==> src/i2cms_pkg.sv <==
`timescale 1ns / 1ps
// ----------------------------------------------------------------------------
// i2cms_pkg
// Shared types and constants of the I2C master bit sequencer.
// ----------------------------------------------------------------------------
package i2cms_pkg;

    localparam int DELAY_BITS = 16;

    localparam logic [15:0] HALF_PERIOD_RESET = 16'd100;
    localparam logic [7:0]  SAMPLE_DELAY_RESET = 8'd10;
    localparam logic [7:0]  POLL_LIMIT_RESET = 8'd250;

    localparam logic [1:0] REG_HALF_PERIOD  = 2'd0;
    localparam logic [1:0] REG_SAMPLE_DELAY = 2'd1;
    localparam logic [1:0] REG_POLL_LIMIT   = 2'd2;

    typedef enum logic [2:0] {
        ACT_START = 3'd0,
        ACT_STOP  = 3'd1,
        ACT_ACK   = 3'd2,
        ACT_NACK  = 3'd3,
        ACT_WAIT  = 3'd4,
        ACT_WRITE = 3'd5,
        ACT_READ  = 3'd6
    } i2cms_action_t;

    typedef struct packed {
        logic [15:0] half_period_ticks;
        logic [7:0]  sample_delay_ticks;
        logic [7:0]  ack_poll_limit;
    } i2cms_cfg_t;

    typedef struct packed {
        logic       cmd_valid;
        logic [2:0] action;
        logic [7:0] byte_in;
        logic       sda_in;
    } i2cms_cmd_t;

    typedef struct packed {
        logic       scl_out;
        logic       sda_out;
        logic       busy_res;
        logic       done_res;
        logic [7:0] byte_out;
        logic       ack_missing;
    } i2cms_res_t;

endpackage

==> src/i2cms_step.sv <==
`timescale 1ns / 1ps
// ----------------------------------------------------------------------------
// i2cms_step
// Line phase state machine: advances one tick for each word it is given.
// ----------------------------------------------------------------------------
module i2cms_step
    import i2cms_pkg::*;
(
    input  logic       clk,
    input  logic       rst_n,
    input  logic       advance,
    input  i2cms_cmd_t cmd,
    input  i2cms_cfg_t cfg,
    output i2cms_res_t res_next
);

    typedef enum logic [3:0] {
        P_IDLE, P_ST_A, P_ST_B, P_SP_A, P_SP_B, P_AK_A, P_AK_B,
        P_WA_A, P_WA_B, P_POLL, P_WR_A, P_WR_B, P_WR_C, P_RD_A, P_RD_B
    } phase_t;

    phase_t                  phase_reg, phase_next;
    logic [3:0]              bit_count_reg, bit_count_next;
    logic [7:0]              shift_reg, shift_next;
    logic [DELAY_BITS-1:0]   delay_reg, delay_next;
    logic [7:0]              poll_reg, poll_next;
    logic                    scl_reg, scl_next;
    logic                    sda_reg, sda_next;
    logic                    timeout_reg, timeout_next;
    logic [7:0]              rx_hold_reg, rx_hold_next;
    logic                    done;
    logic [DELAY_BITS-1:0]   hp_ticks;
    logic [DELAY_BITS-1:0]   sd_ticks;
    logic [3:0]              bit_count_inc;
    logic [7:0]              shift_rx;

    // A zero count acts as one; a count beyond the delay counter saturates.
    function automatic logic [DELAY_BITS-1:0] load_ticks(input logic [15:0] t);
        logic [32:0] w;
        logic [32:0] top;
        w = (t == 16'd0) ? 33'd1 : {17'd0, t};
        top = (33'd1 << DELAY_BITS) - 33'd1;
        if (w > top)
            w = top;
        return w[DELAY_BITS-1:0];
    endfunction

    assign hp_ticks      = load_ticks(cfg.half_period_ticks);
    assign sd_ticks      = load_ticks({8'd0, cfg.sample_delay_ticks});
    assign bit_count_inc = bit_count_reg + 4'd1;
    assign shift_rx      = {shift_reg[6:0], cmd.sda_in};

    always_comb
    begin
        phase_next     = phase_reg;
        bit_count_next = bit_count_reg;
        shift_next     = shift_reg;
        delay_next     = delay_reg;
        poll_next      = poll_reg;
        scl_next       = scl_reg;
        sda_next       = sda_reg;
        timeout_next   = timeout_reg;
        rx_hold_next   = rx_hold_reg;
        done           = 1'b0;

        if (phase_reg == P_IDLE)
        begin
            if (cmd.cmd_valid)
            begin
                case (cmd.action)
                    ACT_START:
                    begin
                        sda_next = 1'b1; scl_next = 1'b1;
                        phase_next = P_ST_A; delay_next = hp_ticks;
                    end
                    ACT_STOP:
                    begin
                        scl_next = 1'b0; sda_next = 1'b0;
                        phase_next = P_SP_A; delay_next = hp_ticks;
                    end
                    ACT_ACK:
                    begin
                        scl_next = 1'b0; sda_next = 1'b0;
                        phase_next = P_AK_A; delay_next = hp_ticks;
                    end
                    ACT_NACK:
                    begin
                        scl_next = 1'b0; sda_next = 1'b1;
                        phase_next = P_AK_A; delay_next = hp_ticks;
                    end
                    ACT_WAIT:
                    begin
                        timeout_next = 1'b0; poll_next = 8'd0; sda_next = 1'b1;
                        phase_next = P_WA_A; delay_next = hp_ticks;
                    end
                    ACT_WRITE:
                    begin
                        shift_next = cmd.byte_in; bit_count_next = 4'd0;
                        scl_next = 1'b0;
                        phase_next = P_WR_A; delay_next = hp_ticks;
                    end
                    ACT_READ:
                    begin
                        shift_next = 8'd0; bit_count_next = 4'd0;
                        sda_next = 1'b1; scl_next = 1'b0;
                        phase_next = P_RD_A; delay_next = hp_ticks;
                    end
                    default:
                    begin
                        phase_next = P_IDLE;
                    end
                endcase
            end
        end
        else if (phase_reg == P_POLL)
        begin
            if (!cmd.sda_in)
            begin
                scl_next = 1'b0; phase_next = P_IDLE; done = 1'b1;
            end
            else if (poll_reg >= cfg.ack_poll_limit)
            begin
                timeout_next = 1'b1; scl_next = 1'b0; sda_next = 1'b0;
                phase_next = P_SP_A; delay_next = hp_ticks;
            end
            else
            begin
                poll_next = poll_reg + 8'd1;
            end
        end
        else if (delay_reg > DELAY_BITS'(1))
        begin
            delay_next = delay_reg - DELAY_BITS'(1);
        end
        else
        begin
            case (phase_reg)
                P_ST_A:
                begin
                    sda_next = 1'b0; phase_next = P_ST_B; delay_next = hp_ticks;
                end
                P_ST_B:
                begin
                    scl_next = 1'b0; phase_next = P_IDLE; done = 1'b1;
                end
                P_SP_A:
                begin
                    scl_next = 1'b1; sda_next = 1'b1;
                    phase_next = P_SP_B; delay_next = hp_ticks;
                end
                P_SP_B:
                begin
                    phase_next = P_IDLE; done = 1'b1;
                end
                P_AK_A:
                begin
                    scl_next = 1'b1; phase_next = P_AK_B; delay_next = hp_ticks;
                end
                P_AK_B:
                begin
                    scl_next = 1'b0; phase_next = P_IDLE; done = 1'b1;
                end
                P_WA_A:
                begin
                    scl_next = 1'b1; phase_next = P_WA_B; delay_next = hp_ticks;
                end
                P_WA_B:
                begin
                    phase_next = P_POLL; delay_next = '0;
                end
                P_WR_A:
                begin
                    sda_next = shift_reg[7];
                    shift_next = {shift_reg[6:0], 1'b0};
                    phase_next = P_WR_B; delay_next = hp_ticks;
                end
                P_WR_B:
                begin
                    scl_next = 1'b1; phase_next = P_WR_C; delay_next = hp_ticks;
                end
                P_WR_C:
                begin
                    bit_count_next = bit_count_inc;
                    scl_next = 1'b0;
                    if (bit_count_inc >= 4'd8)
                    begin
                        phase_next = P_IDLE; done = 1'b1;
                    end
                    else
                    begin
                        phase_next = P_WR_A; delay_next = hp_ticks;
                    end
                end
                P_RD_A:
                begin
                    scl_next = 1'b1; phase_next = P_RD_B; delay_next = sd_ticks;
                end
                P_RD_B:
                begin
                    shift_next = shift_rx;
                    bit_count_next = bit_count_inc;
                    scl_next = 1'b0;
                    if (bit_count_inc >= 4'd8)
                    begin
                        rx_hold_next = shift_rx; phase_next = P_IDLE; done = 1'b1;
                    end
                    else
                    begin
                        phase_next = P_RD_A; delay_next = hp_ticks;
                    end
                end
                default:
                begin
                    phase_next = P_IDLE;
                end
            endcase
        end
    end

    always_comb
    begin
        res_next.scl_out     = scl_next;
        res_next.sda_out     = sda_next;
        res_next.busy_res    = (phase_next != P_IDLE);
        res_next.done_res    = done;
        res_next.byte_out    = rx_hold_next;
        res_next.ack_missing = timeout_next;
    end

    always_ff @(posedge clk or negedge rst_n)
    begin
        if (!rst_n)
        begin
            phase_reg     <= P_IDLE;
            bit_count_reg <= 4'd0;
            shift_reg     <= 8'd0;
            delay_reg     <= '0;
            poll_reg      <= 8'd0;
            scl_reg       <= 1'b1;
            sda_reg       <= 1'b1;
            timeout_reg   <= 1'b0;
            rx_hold_reg   <= 8'd0;
        end
        else if (advance)
        begin
            phase_reg     <= phase_next;
            bit_count_reg <= bit_count_next;
            shift_reg     <= shift_next;
            delay_reg     <= delay_next;
            poll_reg      <= poll_next;
            scl_reg       <= scl_next;
            sda_reg       <= sda_next;
            timeout_reg   <= timeout_next;
            rx_hold_reg   <= rx_hold_next;
        end
    end

endmodule

==> src/i2c_master_bit_sequencer.sv <==
`timescale 1ns / 1ps
// ----------------------------------------------------------------------------
// i2c_master_bit_sequencer
// I2C master line sequencer driven by one timing tick per input word.
// ----------------------------------------------------------------------------
// Each word on the s_axis channel is one tick: an optional command in tuser
// and the sampled SDA level with the byte to write in tdata. Every accepted
// word yields exactly one result word on the m_axis channel carrying the SCL
// and SDA drives, busy, the done pulse, the last read byte and the no-ack flag.
// A word is held in the input register on entry and its result in the output
// register on exit. One word is taken in every cycle while the receiver does
// not stall; the tick state machine advances once per word. When the receiver
// stalls, the output register holds its word and the input register holds
// one more; tready then drops until the result is taken. Reset releases both
// lines, clears all counters and flags, restores the default timing registers
// and empties both registers. Timing registers are written through cfg_we/
// cfg_addr/cfg_wdata, by the user only while idle; the block does not check.
// ----------------------------------------------------------------------------
module i2c_master_bit_sequencer
    import i2cms_pkg::*;
(
    input  logic        clk,
    input  logic        rst_n,
    input  logic        cfg_we,
    input  logic [1:0]  cfg_addr,
    input  logic [15:0] cfg_wdata,
    input  logic        s_axis_tvalid,
    output logic        s_axis_tready,
    input  logic [15:0] s_axis_tdata,   // byte_in[7:0], sda_in[8], zero pad
    input  logic [3:0]  s_axis_tuser,   // cmd_valid[0], action[3:1]
    output logic        m_axis_tvalid,
    input  logic        m_axis_tready,
    output logic [15:0] m_axis_tdata    // scl_out, sda_out, busy_res, done_res,
                                        // byte_out[11:4], ack_missing[12], pad
);

    i2cms_cfg_t cfg_reg;
    i2cms_cmd_t in_reg;
    logic       in_valid_reg;
    i2cms_res_t out_reg;
    logic       out_valid_reg;
    i2cms_res_t res_next;
    logic       advance;

    assign advance       = in_valid_reg && (!out_valid_reg || m_axis_tready);
    assign s_axis_tready = !in_valid_reg || advance;

    always_ff @(posedge clk or negedge rst_n)
    begin
        if (!rst_n)
        begin
            cfg_reg.half_period_ticks  <= HALF_PERIOD_RESET;
            cfg_reg.sample_delay_ticks <= SAMPLE_DELAY_RESET;
            cfg_reg.ack_poll_limit     <= POLL_LIMIT_RESET;
        end
        else if (cfg_we)
        begin
            case (cfg_addr)
                REG_HALF_PERIOD:  cfg_reg.half_period_ticks  <= cfg_wdata;
                REG_SAMPLE_DELAY: cfg_reg.sample_delay_ticks <= cfg_wdata[7:0];
                REG_POLL_LIMIT:   cfg_reg.ack_poll_limit     <= cfg_wdata[7:0];
                default:          cfg_reg <= cfg_reg;
            endcase
        end
    end

    always_ff @(posedge clk or negedge rst_n)
    begin
        if (!rst_n)
        begin
            in_valid_reg  <= 1'b0;
            out_valid_reg <= 1'b0;
        end
        else
        begin
            if (s_axis_tready)
            begin
                in_valid_reg <= s_axis_tvalid;
            end
            if (advance)
            begin
                out_valid_reg <= 1'b1;
            end
            else if (m_axis_tready)
            begin
                out_valid_reg <= 1'b0;
            end
        end
    end

    always_ff @(posedge clk)
    begin
        if (s_axis_tready && s_axis_tvalid)
        begin
            in_reg.cmd_valid <= s_axis_tuser[0];
            in_reg.action    <= s_axis_tuser[3:1];
            in_reg.byte_in   <= s_axis_tdata[7:0];
            in_reg.sda_in    <= s_axis_tdata[8];
        end
        if (advance)
        begin
            out_reg <= res_next;
        end
    end

    i2cms_step u_step (
        .clk      (clk),
        .rst_n    (rst_n),
        .advance  (advance),
        .cmd      (in_reg),
        .cfg      (cfg_reg),
        .res_next (res_next)
    );

    assign m_axis_tvalid = out_valid_reg;
    assign m_axis_tdata  = {3'd0, out_reg.ack_missing, out_reg.byte_out,
                            out_reg.done_res, out_reg.busy_res,
                            out_reg.sda_out, out_reg.scl_out};

`ifndef SYNTHESIS
    a_done_not_busy: assert property (@(posedge clk) disable iff (!rst_n)
        (m_axis_tvalid && m_axis_tdata[3]) |-> !m_axis_tdata[2])
        else $error("done reported while still busy");

    a_stall_only: assert property (@(posedge clk) disable iff (!rst_n)
        !s_axis_tready |-> (m_axis_tvalid && !m_axis_tready))
        else $error("input stalled without an output stall");

    a_out_drop: assert property (@(posedge clk) disable iff (!rst_n)
        $fell(m_axis_tvalid) |-> $past(m_axis_tready))
        else $error("result word dropped before it was taken");
`endif

endmodule
==> config.mk <==
export PLATFORM = sky130hd
export DESIGN_NAME = i2c_master_bit_sequencer
export DESIGN_NICKNAME = d
export VERILOG_FILES = /design/src/i2cms_pkg.sv /design/src/i2cms_step.sv /design/src/i2c_master_bit_sequencer.sv
export SDC_FILE = /design/constraint.sdc
export NUM_CORES = 1
export LEC_CHECK = 0
export BUFFER_PORTS_ARGS = -buffer_cell sky130_fd_sc_hd__buf_4
export CORE_MARGIN = 10
export CORE_UTILIZATION = 30
export CTS_BUF_LIST = sky130_fd_sc_hd__clkbuf_4
export CTS_CLUSTER_SIZE = 40
export DETAILED_ROUTE_END_ITERATION = 8
export REMOVE_ABC_BUFFERS = 1
export SKIP_CTS_REPAIR_TIMING = 1
export SLEW_MARGIN = 20
export SYNTH_ARGS = -nofsm -noshare
export SYNTH_HDL_FRONTEND = slang
export SYNTH_SLANG_ARGS = --single-unit
==> constraint.sdc <==
create_clock -name clk -period 3.73 [get_ports clk]
set_clock_uncertainty 0.15 [all_clocks]
set_input_delay 0.5595 -clock clk [delete_from_list [all_inputs] [get_ports clk]]
set_output_delay 0.5595 -clock clk [all_outputs]
set_load 0.005 [all_outputs]
# Word-level counts from Yosys, hierarchy flattened

Index checks and enable logic that the tools add are counted.
W data, S select, Z words.

Word-level logic and storage cells: 176
Register bits after elaboration: 111
Output and inout bits: 18
Input bits: 43

Mux-type cells: 75
Add/subtract/negate cells: 3
Order comparisons: 5
Equality and inequality tests: 33
Reduce and logical (&&, ||, !) cells: 36

Operators by type and width:

| operator                | count |
|---|---|
| $mux W16                | 11 |
| $mux W8                 | 16 |
| $gt A33 B16 Y1 const B  | 2 |
| $pmux W16 S4            | 1 |
| $mux W4                 | 14 |
| $pmux W4 S10            | 1 |
| $pmux W8 S2             | 2 |
| $eq A4 B4 Y1 const B    | 7 |
| $mux W1                 | 24 |
| $pmux W4 S6             | 1 |
| $reduce_and A6 Y1       | 3 |
| $eq A4 B3 Y1 const B    | 4 |
| $gt A16 B1 Y1 const B   | 1 |
| $logic_not A16 Y1       | 1 |
| $sub A16 B1 Y16 const B | 1 |
| $reduce_or A5 Y1        | 2 |
| $eq A3 B3 Y1 const B    | 3 |
| $add A8 B1 Y8 const B   | 1 |
| $eq A4 B2 Y1 const B    | 2 |
| $ge A8 B8 Y1            | 1 |
| $logic_not A8 Y1        | 1 |
| $ne A2 B2 Y1 const B    | 4 |
| $pmux W1 S2             | 4 |
| $reduce_bool A2 Y1      | 4 |
| other kinds (28)        | 41 |

# Depth between registers and ports, before layout

Depth in word-level cells: 9
Depth in mapped cells: 10
Depth with buffers taken out: 8

# By module

Synthesis repeated with hierarchy kept, for this count alone.

Cells, all modules: 544
Area total of the unflattened synthesis: 5906.9 um^2

By module, submodules not included:

| module                   | seq. area each (um^2) | times used | cells an instance | area each (um^2) |
|---|---|---|---|---|
| i2cms_step               | 1278.7                | 1          | 438               | 3791.1 |
| i2c_master_bit_sequencer | 1645.3                | 1          | 106               | 2115.8 |

# Least setup slack after synthesis

Ideal clock, no wire load.

Kind: reg-to-reg
From: register cfg_reg[6] (netlist name)
To: register u_step.poll_reg[7]
Path slack: 1.022 ns
Clock period less this slack: 2.708 ns
Data arrival time: 2.480 ns
Path buffers: 0
Stages on the path, launching flop included: 9
Path through: dfstp_2 -> inv_1 -> ha_1 -> a21o_1 -> a221o_1 -> a211o_1 -> a21o_1 -> or4_1 -> a21oi_1

Cells in the longest elaborated chain, start to end: 3

Ends and longest elaborated chain:

| element                            | line                           | text |
|---|---|---|
| start: declaration                 | i2c_master_bit_sequencer.sv:37 | `i2cms_cfg_t cfg_reg;` |
| start signal: assignment           | i2c_master_bit_sequencer.sv:62 | `default: cfg_reg <= cfg_reg;` |
| $ge A8 B8 Y1                       | i2cms_step.sv:121              | `else if (poll_reg >= cfg.ack_poll_limit)` |
| $ne A2 B1 Y1 (no source line)      | n/a                            |  |
| $reduce_and A6 Y1 (no source line) | n/a                            |  |
| end signal: assignment             | i2cms_step.sv:250              | `poll_reg <= poll_next;` |
| end: declaration                   | i2cms_step.sv:26               | `logic [7:0] poll_reg, poll_next;` |

No other way between the ends.
A chain may end at the register's enable or synchronous reset.

# Worst setup path after layout

From: register u_step.delay_reg[6]
To: register u_step.delay_reg[14]

Cells in the longest elaborated chain, start to end: 4
Elaborated cells on any way between the ends: 8
Those cells by class: add/sub (1); order compare (1); eq/ne (1); mux (3); reduce/logical (2)

Ends and longest elaborated chain:

| element                                                               | line              | text |
|---|---|---|
| start: declaration                                                    | i2cms_step.sv:25  | `logic [DELAY_BITS-1:0] delay_reg, delay_next;` |
| start signal: assignment                                              | i2cms_step.sv:249 | `delay_reg <= delay_next;` |
| parallel branches: the longest is 4 deep, another holds $gt A16 B1 Y1 | n/a               |  |

Parallel ways; which one is timed is not known.

==> results.rst <==
.. list-table::
   :header-rows: 1

   * - Metric
     - Value
   * - Final antenna-violating net count
     - 0
   * - Max FFs per register
     - 32
   * - Cell family with most CP delay
     - simple AND/OR/NAND/NOR gates
   * - Dominant cells by area after synthesis
     - dfrtp_1 31%, edfxtp_1 13%, mux2_2 9.8%
   * - Largest net degree at the start of global routing
     - 33
   * - Setup Viol. Count Final
     - 0
   * - Cell Rows
     - 51
   * - First-pass detailed-route iteration total
     - 4
   * - Launching point of the worst reg2reg path
     - u_step.delay_reg[6]
   * - Layout area overhead
     - 14.43%
   * - Total power divided by cell area
     - 596.4 mW/mm²
   * - Wire length of the first global-routing pass
     - 23.03 mm
   * - Maximum fanout count along the critical path
     - 15
   * - TritonCTS clock tree
     - built
   * - Average routed wire per standard cell
     - 16.02 µm
   * - Total Die Area
     - ~0.025 mm²
   * - Summed negative setup slack over all endpoints
     - 0 ps
   * - Status
     - finished, final reports clean
   * - Worst R2R Path Depth
     - 7
   * - Dpl hpwl
     - 10.33 mm
   * - Source of the worst hold timing path
     - s_axis_tdata[2]
   * - Final net count
     - 641
   * - Synth Warn #
     - 0
   * - RSZ-0062 raised after global routing
     - false
   * - Worst reg2reg path endpoint
     - u_step.delay_reg[14]
   * - Critical Path, Cell by Cell
     - or4_1 > nor3b_2 > nand2_2 > o211ai_2 > buf_4 > and2_1 > a311o_1
   * - Critical Path Max Stage Delay
     - 590 ps
   * - Max cap viols
     - 0
   * - Power, Total
     - 3.993 mW
   * - Top-area cell type share of the netlist area
     - 30.79%
   * - Number of I/O port buffers
     - 50
   * - Count of routing violations after the opening detailed-route iteration
     - 254
   * - Clock insertion delay at the later pin of the skew report
     - 490 ps
   * - Max transition margin
     - 40.64%
   * - Min-delay worst type
     - in -> reg
   * - Critical Path Start
     - u_step.delay_reg[6]
   * - Number of unique standard cell types used by synthesis
     - 73
   * - Starting Density
     - 30.27%
   * - Arrival time worst endpoint
     - 3250 ps
   * - Via count of the first global-routing pass
     - 4591
   * - Vias post-DR
     - roughly 4400
   * - TritonCTS sink count
     - 111
   * - X dimension of the die
     - approximately 160 µm
   * - Share of flip-flops with an asynchronous set or reset after synthesis
     - 76.58%
   * - Core Region
     - between 0.015 and 0.02 mm²
   * - Synth top cells by count
     - 72 x dfrtp_1, 51 x mux2_2, 33 x o21ai_0
   * - Overflow after GRT
     - 0
   * - Clock-pin slew on the worst setup and hold paths
     - 190 ps
   * - Initial antenna violation count
     - 1
   * - Post-synthesis sequential area ratio
     - 49.97%
   * - Maximum ir drop on the vdd rail
     - 243.0 µV
   * - Num CTS Buffers
     - 9
   * - Pin slew with the least headroom to its limit
     - 883.6 ps
   * - Number of flip-flops and latches in the synthesized netlist
     - 111
   * - Drt total wl
     - between 10 and 15 mm
   * - Logic depth of the worst path, buffers included
     - 7
   * - Ys flop type
     - dfrtp_1
   * - Crit-path slowest cell
     - or4_1
   * - Max Transition Viols Final
     - 0
   * - Worst reg2reg setup slack
     - 750 ps
   * - Gate count after technology mapping
     - 537
   * - Floorplan die height
     - 159.7 µm
   * - Static leakage power
     - 2.709 nW
   * - Final estimated routing congestion in global placement
     - 0.8471
   * - Critical path endpoint category
     - flip-flop
   * - Top-count cell post-synth
     - dfrtp_1
   * - Filler cell count
     - 1934
   * - Yosys top cell by area
     - dfrtp_1
   * - Bufs on Longest Clock Path
     - 2
   * - Number of placed I/O pins
     - 61
   * - Category of the worst setup path launch point
     - flip-flop
   * - Layout cells sized above 1
     - 28.09%
   * - Time the worst path needs with I/O delays and setup
     - 2980 ps
   * - Post-synth EDFFs
     - 26
   * - Critical path buffer and inverter count
     - 1
   * - Total standard cell area after synthesis
     - 0.005852 mm²
   * - Average cell area after synthesis
     - around 11 µm²
   * - CP required
     - 4000 ps
   * - GRT Total Usage
     - 10.86%
   * - Final period util
     - ~80%
   * - Post-detailed-route DRC marker count
     - 0
   * - Destination of the critical timing path
     - u_step.delay_reg[14]
   * - DR vias/cell
     - between 5 and 6
   * - H-tree depth
     - 3
   * - Type of the worst setup path
     - reg -> reg
   * - Peak clock frequency supported by timing
     - 335.6 MHz
   * - Clock tree root buffer cell
     - clkbuf_4
   * - Final hold violation count
     - 0
[report_power, final]
part           internal (mW)  switching (mW)  leakage, nW
clock network          0.281           0.416       0.0886
logic                  0.633           0.778         1.33
registers               1.53           0.350         1.29
total                   2.45            1.54         2.71
[through the flow]
stage	setup WS [ps]	hold slack, ps	util [%]	cell area [µm²]	instances
3_3_place_gp	765.9	324.7	33.68	6511	839
3_5_place_dp	745.6	338.1	33.68	6511	839
2_1_floorplan	883.7	113.9	-	5709	512
6_report	750.0	77.74	34.63	6696	857
5_1_grt	480.5	43.02	34.63	6696	857
4_1_cts	703.9	-178.9	34.57	6684	855
[worst min path at each step]
| stage | end | slack, ps | cells after the start |
|---|---|---|---|
| after floorplan | cfg_reg[0] | 110 | 0 |
| after global placement | m_axis_tvalid | 320 | 1 |
| after detailed placement | m_axis_tvalid | 340 | 1 |
| after CTS | u_step.rx_hold_reg[3] | -180 | 1 |
| after global routing | in_reg[3] | 40 | 1 |
| final | in_reg[3] | 80 | 1 |
[area by class of cell]
class	instances	area, µm²	share of cell area (%)
timing repair buffer	63	475.5	7.100
inverter	20	75.07	1.121
antenna	1	2.502	0.03737
multi-input combinational	381	2715	40.55
clock inverter	7	105.1	1.570
tap	265	331.6	4.951
clock buffer	9	67.56	1.009
sequential	111	2924	43.67
[routing by layer]
metal | GRT usage, % | vias up | routed length (µm)
li1 | - | 2102 | -
met1 | 12.64 | 2176 | 5966
met2 | 19.83 | 67 | 7161
met3 | 1.877 | 16 | 427
met4 | 3.243 | 0 | 178
met5 | 0 | - | 0
[cell usage in the layout, fill, tap and decap left out, types with 6 or more instances in the layout]
| master | instances |
|---|---|
| a22oi_1 | 12 |
| clkbuf_4 | 9 |
| a31oi_1 | 8 |
| nor2b_1 | 7 |
| dfrtp_1 | 72 |
| or4_1 | 7 |
| ha_1 | 12 |
| nand3_1 | 8 |
| and3_1 | 6 |
| o21ai_1 | 8 |
| a211oi_1 | 6 |
| o21ai_0 | 33 |
| edfxtp_1 | 26 |
| mux2_2 | 51 |
| xnor2_1 | 8 |
| buf_4 | 62 |
| dfstp_2 | 13 |
| inv_1 | 19 |
| nand2_1 | 32 |
| nor4_1 | 10 |
| a21o_1 | 8 |
| nor2_1 | 29 |
| nor3_1 | 13 |
| a21oi_1 | 28 |
[logic make-up (layout without fill, tap and decap cells)]
| logic type | count (synthesis) | after routing | share of synthesized area (%) |
|---|---|---|---|
| mux | 51 | 51 | 9.814 |
| other cells | 1 | 4 | 0.06408 |
| flops | 111 | 111 | 49.97 |
| xor+xnor | 12 | 12 | 1.796 |
| compound gates | 148 | 148 | 16.91 |
| simple gates | 155 | 155 | 15.03 |
| buf+inv | 47 | 99 | 3.849 |
| fa+ha+maj | 12 | 12 | 2.566 |
(Power assumes the default switching activity.)
